**src/rtl/omwd_pkg.sv**
```systemverilog
// Shared widths, types, constants and helpers of the omni wheel mixer.
package omwd_pkg;

   // Width of one speed word on the request and response channels
   localparam int SPEED_BITS = 16;
   // Limit register width: the limit is unsigned and below full scale
   localparam int LIMIT_BITS = SPEED_BITS - 1;
   // Exact wheel sums need two bits above a speed word
   localparam int WHEEL_BITS = SPEED_BITS + 2;
   localparam int MAG_BITS   = SPEED_BITS + 1;
   // Magnitude times limit, the divider's dividend
   localparam int PROD_BITS  = MAG_BITS + LIMIT_BITS;

   // Q2.14 coefficient for 1/cos30
   localparam int COEF_BITS  = 16;
   localparam int Q_SHIFT    = 14;
   localparam int PRODY_BITS = SPEED_BITS + COEF_BITS;
   localparam logic signed [COEF_BITS-1:0] COEF_INV_COS30 = COEF_BITS'(18919);
   localparam logic signed [PRODY_BITS-1:0] Q_ROUND = PRODY_BITS'((1 << Q_SHIFT) - 1);

   localparam logic [LIMIT_BITS-1:0] LIMIT_RESET = LIMIT_BITS'(1000);

   typedef logic signed [SPEED_BITS-1:0] speed_type;
   typedef logic signed [WHEEL_BITS-1:0] wheel_type;
   typedef logic signed [PRODY_BITS-1:0] prody_type;
   typedef logic        [MAG_BITS-1:0]   mag_type;
   typedef logic        [LIMIT_BITS-1:0] limit_type;
   typedef logic        [PROD_BITS-1:0]  prod_type;

   // Absolute value of an exact wheel sum
   function automatic mag_type mag_of(input wheel_type v);
      wheel_type n;
      n = -v;
      return v[WHEEL_BITS-1] ? n[MAG_BITS-1:0] : v[MAG_BITS-1:0];
   endfunction

   // Signed speed from a scaled magnitude and the original sign
   function automatic speed_type apply_sign(input logic neg, input limit_type q);
      speed_type s;
      s = speed_type'({1'b0, q});
      return neg ? -s : s;
   endfunction

endpackage

```
**src/rtl/omwd_div_pipe.sv**
```systemverilog
// Pipelined restoring divider: one quotient bit per stage, quotient below 2^LIMIT_BITS.
module omwd_div_pipe (
   input  logic                clock,
   input  logic                en,
   input  omwd_pkg::prod_type  dividend,
   input  omwd_pkg::mag_type   divisor,
   output omwd_pkg::limit_type quotient
);

   localparam int STEPS = omwd_pkg::LIMIT_BITS;
   localparam int MW    = omwd_pkg::MAG_BITS;

   // Partial remainder, unused dividend bits and divisor ride along each stage
   omwd_pkg::mag_type   rem_ff [STEPS-1];
   omwd_pkg::limit_type low_ff [STEPS-1];
   omwd_pkg::mag_type   den_ff [STEPS-1];
   omwd_pkg::limit_type quo_ff [STEPS];

   for (genvar k = 0; k < STEPS; k++) begin : g_step
      omwd_pkg::mag_type   rem_src;
      omwd_pkg::limit_type low_src;
      omwd_pkg::mag_type   den_src;
      omwd_pkg::limit_type quo_src;
      logic [MW:0]         trial;
      logic [MW:0]         diff;
      logic                take;

      if (k == 0) begin : g_head
         // Upper bits start below the divisor since limit < 2^LIMIT_BITS and mag <= largest
         assign rem_src = dividend[omwd_pkg::PROD_BITS-1:STEPS];
         assign low_src = dividend[STEPS-1:0];
         assign den_src = divisor;
         assign quo_src = '0;
      end else begin : g_body
         assign rem_src = rem_ff[k-1];
         assign low_src = low_ff[k-1];
         assign den_src = den_ff[k-1];
         assign quo_src = quo_ff[k-1];
      end

      // Compare and subtract for one quotient bit
      assign trial = {rem_src, low_src[STEPS-1]};
      assign diff  = trial - {1'b0, den_src};
      assign take  = trial >= {1'b0, den_src};

      always_ff @(posedge clock) begin
         if (en) begin
            quo_ff[k] <= {quo_src[STEPS-2:0], take};
         end
      end

      if (k < STEPS - 1) begin : g_carry
         omwd_pkg::mag_type   rem_in;
         omwd_pkg::limit_type low_in;

         assign rem_in = take ? diff[MW-1:0] : trial[MW-1:0];
         assign low_in = low_src << 1;

         always_ff @(posedge clock) begin
            if (en) begin
               rem_ff[k] <= rem_in;
               low_ff[k] <= low_in;
               den_ff[k] <= den_src;
            end
         end
      end
   end

   assign quotient = quo_ff[STEPS-1];

endmodule

```
**config.mk**
```make
export PLATFORM = sky130hd
export DESIGN_NAME = omwd_div_pipe
export DESIGN_NICKNAME = d
export VERILOG_FILES = /design/src/rtl/omwd_pkg.sv /design/src/rtl/omwd_div_pipe.sv
export SDC_FILE = /design/constraint.sdc
export NUM_CORES = 1
export LEC_CHECK = 0
export BUFFER_PORTS_ARGS = -buffer_cell sky130_fd_sc_hd__buf_2
export CORE_MARGIN = 3
export CORE_UTILIZATION = 55
export DETAILED_ROUTE_END_ITERATION = 10
export PLACE_DENSITY = 0.85
export SETUP_SLACK_MARGIN = 0.1
export SLEW_MARGIN = 20
export SYNTH_ARGS = -nofsm -noshare
export SYNTH_HDL_FRONTEND = slang
export SYNTH_SLANG_ARGS = --single-unit
```
**constraint.sdc**
```tcl
create_clock -name clock -period 3.35 [get_ports clock]
set_clock_uncertainty 0.05 [all_clocks]
set_input_delay 0.67 -clock clock [delete_from_list [all_inputs] [get_ports clock]]
set_output_delay 0.67 -clock clock [all_outputs]
set_load 0.005 [all_outputs]
```
==> out/metrics.yaml, run 1 <==
status:
  status: "completed"
timing:
  max_freq_ghz: 0.3010
  hold_viol: 0
  period_share_pct: 99.19
  tns_ns: 0
  holdWs_ns: 0.1781
  relSlewSlack_pct: 50.31
  drv_slew: 0
  rsz0062_at_grt: "true"
  setup_viol: 0
  period_minus_slack_ns: 3.323
  tightest_slew_ns: 0.7397
floorplan:
  die_width_um: 260.6
  die_h_um: 260.6
  io_pins: 66
  die_area_um2: 67930
  coreArea_um2: 63660
  row_count: 92
  initial_core_util_pct: 56.02
worst_setup_path:
  cp.arrival_ns: 3.62
  path_cells: "inv_2 > ha_4 > inv_2 > fa_2 > a211oi_4 > o21ai_2 > a21oi_2 > o31a_1 > o21ai_2 > a21o_1 > a31oi_4 > buf_12 > buf_6 > buf_12 > mux2_4"
  cp-endpoint: "rem_ff[3][1]"
  rrSetupSlack_ns: 0.03
  cp-startpoint: "low_ff[0][83]"
  reg2regPathDepth: 15
  start_kind: "flop"
  r2r-start: "low_ff[0][83]"
  required_ns: 3.65
  path_max_fanout: 8
  crit_slowest_cell: "edfxtp_1"
  rr_endpoint: "rem_ff[3][1]"
  worstSetupPathType: "reg2reg"
  cp-end-kind: "flop"
  slowest_delay_ns: 0.37
clocking:
  htree_levels: 3
  ctsHoldBuffers: 0
  root_buffer: "clkbuf_16"
  clock_latency_ns: 0.62
  path_clk_slew_ns: 0.06
  cts.sinks: 701
  clock_path_buffers: 3
  tritoncts: "built"
  cts_buffers: 74
yosys:
  yosys_warnings: 0
  synth_seq_area_share_pct: 59.03
  postSynthAreaPerCell_um2: 12.88
  synthArstFlopShare_pct: 0
  synth-edff-count: 701
  synthFlopType: "edfxtp_1"
  syn-instance-count: 2768
  synth_cell_types: 77
  syn_nets: 3088
  netlist_area_um2: 35660
  yosys_register_bits: 701
final_layout:
  drive_above_1_share_pct: 18.83
  diodes: 0
  syn_to_final_growth_pct: 16.96
  fin_util_pct: 65.52
  final_nets: 3365
grt:
  grt_usage_pct: 19.30
  grt_max_degree: 77
  grt_pass1_vias: 23341
  grt.overflow.total: 0
  antenna_found_initial: 0
  grt_use_met2_pct: 38.52
  grt.met1_usage_pct: 18.29
  busiest_layer: "met2"
  grt_pass1_wl_um: 107200
  grt_use_met3_pct: 3.134
power_and_ir_drop:
  leakage_uw: 0.01689
  p_per_area_nw_per_um2: 932.5
  vdd_drop_max_uv: 431.8
hold_path:
  min_from: "dividend[7]"
  min_path_type: "in2reg"
placed_design:
  dp_hpwl_um: 46440
  io_buffers: 65
  place_congestion: 0.9130
job:
  cap_viol_max_count: 0
route:
  drtPass1Iterations: 5
  detail-route-antenna-nets: 0
  post-route-drc-count: 0
  routedWlPerCell_um: 17.15
  via_per_inst: 5.697
  drtIter0Drc: 1364
  totalWireLength_um: 67690
  vias: 22486
metal layers:
| metal | vias up | share of wire [%] |
|---|---|---|
| met5 | - | 0 |
| met4 | 0 | 5.4 |
| met3 | 252 | 3.8 |
| met2 | 648 | 56 |
| met1 | 10785 | 35 |
| li1 | 10801 | - |
worst min path at each step:
stage,depth (start not counted),end
floorplan,0,low_ff[0][105]
global placement,0,quo_ff[1][40]
detailed placement,0,low_ff[0][107]
CTS,1,low_ff[0][7]
global route,1,low_ff[0][13]
finish,1,low_ff[0][7]
power by group:
part           switching (uW)  internal [uW]
Clock                    3280           4720
Combinational            8530           8850
Sequential                981          12500
cell usage after synthesis, drive strengths merged, types with 5 or more instances:
| master | number | area, um^2 |
|---|---|---|
| a2111oi | 10 | 162.7 |
| a211o | 7 | 61.31 |
| a211oi | 26 | 205.2 |
| a21o | 75 | 563.0 |
| a21oi | 201 | 1021 |
| a31o | 5 | 43.79 |
| a31oi | 15 | 138.9 |
| and3 | 11 | 68.82 |
| buf | 14 | 103.8 |
| clkbuf | 14 | 52.55 |
| edfxtp | 701 | 21050 |
| fa | 14 | 280.3 |
| ha | 255 | 3191 |
| inv | 322 | 1209 |
| mux2 | 142 | 1625 |
| mux2i | 10 | 100.1 |
| nand2 | 140 | 525.5 |
| nand2b | 28 | 175.2 |
| nand3 | 26 | 130.1 |
| nand4 | 32 | 200.2 |
| nor2 | 146 | 548.0 |
| nor2b | 17 | 106.4 |
| nor3 | 39 | 195.2 |
| nor4 | 8 | 56.30 |
| o211ai | 10 | 75.07 |
| o21a | 26 | 195.2 |
| o21ai | 147 | 743.2 |
| o21bai | 32 | 240.2 |
| o31a | 14 | 122.6 |
| o31ai | 14 | 105.1 |
| o41ai | 6 | 67.56 |
| or2 | 5 | 31.28 |
| or3 | 7 | 43.79 |
| xnor2 | 129 | 1130 |
| xor2 | 58 | 508.0 |
sequential cells by signal, summed over array words and instances (netlist names):
register	flops
quo_ff	120
low_ff	105
rem_ff	238
den_ff	238
per-stage QoR:
stage / power [uW] / setup slack [ns] / instance area [um^2] / cells
6_report: 38890 / 0.02723 / 41710 / 3947
5_1_grt: 41090 / -0.06169 / 41710 / 3947
4_1_cts: 37640 / 0.01618 / 40990 / 3914
3_5_place_dp: 28410 / -0.2196 / 37810 / 3731
3_3_place_gp: 27450 / -0.1566 / 37810 / 3731
2_1_floorplan: 24560 / 0.04881 / 35690 / 2768
worst max-delay path, delay by kind of cell (launching register included):
family | cells | cell delay [ns]
AOI/OAI and AO/OA | 7 | 1.36
buffers and inverters | 5 | 0.49
adders and majority gates | 2 | 0.49
DFF | 1 | 0.37
muxes | 1 | 0.30
timing repair:
action / CTS / global route
resized for setup: 80 / 118
pin swaps: 41 / 47
setup buffers: 45 / 31
endpoints found under the setup margin: 183 / 191
gates cloned: 6 / 4
endpoints found under the hold margin: 0 / 0
layout make-up:
type | count | area (um^2)
clock inverters | 47 | 464.2
clock buffers | 85 | 1914
flip-flops and latches | 701 | 21050
well taps | 846 | 1059
repair buffers | 229 | 2107
inverters | 322 | 1211
fillers | 4198 | 21950
multi-input cells | 1717 | 13900
cell families after synthesis:
kind of cell	after synthesis	share of synthesized area, %
AOI/OAI and AO/OA	638	11.88
xor gates and xnor gates	187	4.593
DFF	701	59.03
muxes	152	4.838
and+or+nand+nor	471	6.102
buffers and inverters	350	3.828
adders and majority gates	269	9.733
layout by cell type, fill, tap and decap left out, types with 16 or more instances in the layout:
cell,n
nand4_1,32
o21a_1,26
a21o_1,75
nand2_1,140
buf_4,114
mux2_2,55
buf_12,26
nor2b_1,17
nor3_1,36
o21ai_0,132
xor2_1,58
a211oi_1,16
nand2b_1,28
clkbuf_16,79
clkinv_1,21
a21oi_1,186
nand3_1,26
xnor2_1,129
edfxtp_1,701
nor2_1,146
inv_1,308
buf_2,65
mux2_4,87
ha_1,247
o21bai_1,32
(Power assumes the default switching activity.)
==> run 2: changes to the inputs <==
--- a/config.mk
+++ b/config.mk
@@ -5,11 +5,13 @@
 export SDC_FILE = /design/constraint.sdc
 export NUM_CORES = 1
 export LEC_CHECK = 0
+export ABC_AREA = 1
 export BUFFER_PORTS_ARGS = -buffer_cell sky130_fd_sc_hd__buf_2
+export CORE_ASPECT_RATIO = 0.5
 export CORE_MARGIN = 3
-export CORE_UTILIZATION = 55
+export CORE_UTILIZATION = 58
 export DETAILED_ROUTE_END_ITERATION = 10
-export PLACE_DENSITY = 0.85
+export PLACE_DENSITY = 0.88
 export SETUP_SLACK_MARGIN = 0.1
 export SLEW_MARGIN = 20
 export SYNTH_ARGS = -nofsm -noshare
==> out/metrics.yaml, run 2 <==
status:
  status: "completed"
timing:
  period_share_pct: 78.75
  drv_slew: 0
  setup_viol: 0
  tightest_slew_ns: 0.5781
  fin_ws_ns: 0.7120
  max_freq_ghz: 0.3791
  hold_viol: 0
  tns_ns: 0
  holdWs_ns: 0.1433
  period_minus_slack_ns: 2.638
  rsz0062_at_grt: "false"
  relSlewSlack_pct: 61.46
hold_path:
  min_from: "dividend[5]"
  min_path_type: "in2reg"
  hold_path_depth: 1
  min_to: "low_ff[0][5]"
job:
  cap_viol_max_count: 0
grt:
  grt_usage_pct: 24.16
  grt_max_degree: 113
  grt_pass1_wl_um: 146400
  grt_pass1_vias: 31061
  antenna_found_initial: 0
  grt.overflow.total: 0
floorplan:
  initial_core_util_pct: 59.40
  row_count: 68
  die_width_um: 384.5
  io_pins: 66
  coreArea_um2: 69940
  die_area_um2: 75070
  die_h_um: 195.3
yosys:
  synth_top_family_by_area: "simple AND/OR/NAND/NOR gates"
  synth_top_area_share_pct: 50.67
  synthAdderAreaFrac_pct: 8.354
  synth_xor_area_share_pct: 2.066
  synth-simple-area-share_pct: 27.34
  synthArstFlopShare_pct: 0
  synth_compound_area_share_pct: 1.949
  synth_seq_area_share_pct: 50.67
  syn-instance-count: 4849
  postSynthAreaPerCell_um2: 8.568
  synth-edff-count: 701
  synth_common_cells: "1819 x nand2_1, 958 x inv_1, 701 x edfxtp_1"
  yosysMostFrequentCell: "nand2_1"
  synth_area_leaders: "edfxtp_1 51%, nand2_1 16%, inv_1 8.7%, ha_1 7.7%, nand3_1 5.0%"
  syn_nets: 5169
  synth_mux_area_share_pct: 0
  yosys_register_bits: 701
  netlist_area_um2: 41550
  synthFlopType: "edfxtp_1"
  yosysTopAreaCell: "edfxtp_1"
  yosys_warnings: 0
  synth_cell_types: 36
final_layout:
  ff_latch_area_um2: 21050
  nFillCells: 5567
  final_nets: 5292
  multi_input_area_um2: 16500
  syn_to_final_growth_pct: 9.140
  drive_above_1_share_pct: 6.352
  layout.cells.most_common_list: "1819 x nand2_1, 958 x inv_1, 701 x edfxtp_1, 412 x nand3_1, 255 x ha_1"
  top_regs: "den_ff (238), rem_ff (238), quo_ff (120)"
  diodes: 0
  final_common_cell: "nand2_1"
clocking:
  tritoncts: "built"
  htree_levels: 3
  clock_latency_ns: 0.65
  clock_path_buffers: 3
  root_buffer: "clkbuf_16"
  cts_buffers: 66
  postCtsSetupBuffers: 0
  ctsHoldBuffers: 0
  postCtsResizedCells: 0
  path_clk_slew_ns: 0.07
  cts.sinks: 701
route:
  drtPass1Iterations: 5
  drtIter0Drc: 1720
  vias: 30828
  post-route-drc-count: 0
  detail-route-antenna-nets: 0
  routedWlPerCell_um: 15.13
  via_per_inst: 5.166
  totalWireLength_um: 90270
worst_setup_path:
  rrSetupSlack_ns: 0.71
  cp.arrival_ns: 2.96
  cp-startpoint: "low_ff[1][27]"
  rr_endpoint: "rem_ff[5][14]"
  r2r-start: "low_ff[1][27]"
  reg2regPathDepth: 14
  cp-end-kind: "flop"
  start_kind: "flop"
  path_max_fanout: 18
  required_ns: 3.67
  worstSetupPathType: "reg2reg"
power_and_ir_drop:
  vdd_drop_max_uv: 384.0
  switching_power_uw: 15570
  combPwrFrac_pct: 44.0
  p_per_area_nw_per_um2: 848.2
  leakage_uw: 0.02309
  p_seq_share_pct: 35.1
  switching_share_pct: 40.49
  pwr-share-clk_pct: 21.0
  intPower_uw: 22890
placed_design:
  dp_hpwl_um: 69770
  io_buffers: 65
  dp_slack_ns: 0.5950
  place_congestion: 0.9926
-- run 2: changes by cell type after synthesis, moves of 75 or more --
cell | before | now
xnor2_1 | 129 | 13
nand3_1 | 26 | 412
inv_1 | 322 | 958
o21ai_0 | 144 | 2
mux2_2 | 119 | 0
a21o_1 | 75 | 0
nand2_1 | 140 | 1819
-- run 2: cell type report --
class	count	share of cell area (%)
clock inverter	44	1.316
multi-input combinational	3145	36.38
inverter	958	7.930
timing repair buffer	100	1.540
tap	945	2.608
sequential	701	46.42
clock buffer	74	3.802
-- run 2: metal layers --
layer / GRT usage (%) / up-vias / wire [um] / part of all wire, %
met4: 13.92 / 0 / 4928 / 5.5
met3: 3.406 / 321 / 3135 / 3.5
met5: 0 / - / 0 / 0
met2: 47.26 / 811 / 48760 / 54
met1: 24.28 / 14073 / 33450 / 37
li1: - / 15623 / - / -
-- run 2: per-stage QoR --
stage	cell area [um^2]	std cells	util, %	total power, uW
global route	45340	5967	64.83	41420
detailed placement	43020	5849	61.52	30260
global placement	43020	5849	61.52	29640
CTS	45340	5967	64.83	38450
floorplan	41550	4849	-	26190
finish	45340	5967	64.83	38460
-- run 2: worst max path at each step --
stage | to | slack [ns] | depth (start not counted)
2_1_floorplan | rem_ff[0][2] | 0.90 | 15
3_3_place_gp | rem_ff[0][11] | 0.61 | 10
3_5_place_dp | rem_ff[0][15] | 0.59 | 15
4_1_cts | rem_ff[5][14] | 0.72 | 14
5_1_grt | rem_ff[0][23] | 0.57 | 14
6_report | rem_ff[5][14] | 0.71 | 14
-- run 2: worst max-delay path: stages (launching register included) --
cell and delay (ns):
edfxtp_1 0.40, inv_1 0.08, ha_1 0.15, inv_1 0.06, fa_1 0.40, nand2_1 0.09
nand2_1 0.10, nand3b_1 0.13, nand2_2 0.10, nand2_1 0.09, nand2_1 0.10, nand2_4 0.22
nand2_4 0.19, nand2_1 0.11, nand2_1 0.09
-- run 2: logic make-up (layout without fill, tap and decap cells) --
group	count (synthesis)	in the layout
buf+inv	1003	1176
flops	701	701
simple gates	2625	2625
compound gates	153	153
fa+ha+maj	269	269
xor+xnor	98	98
-- run 2: power by group through the flow --
stage               logic [uW]  registers, uW  clock network (uW)
finish                   16900          13500                8070
global route             19200          13600                8610
CTS                      16700          13500                8260
detailed placement       16600          13600                   0
global placement         16100          13500                   0
floorplan                13000          13200                   0
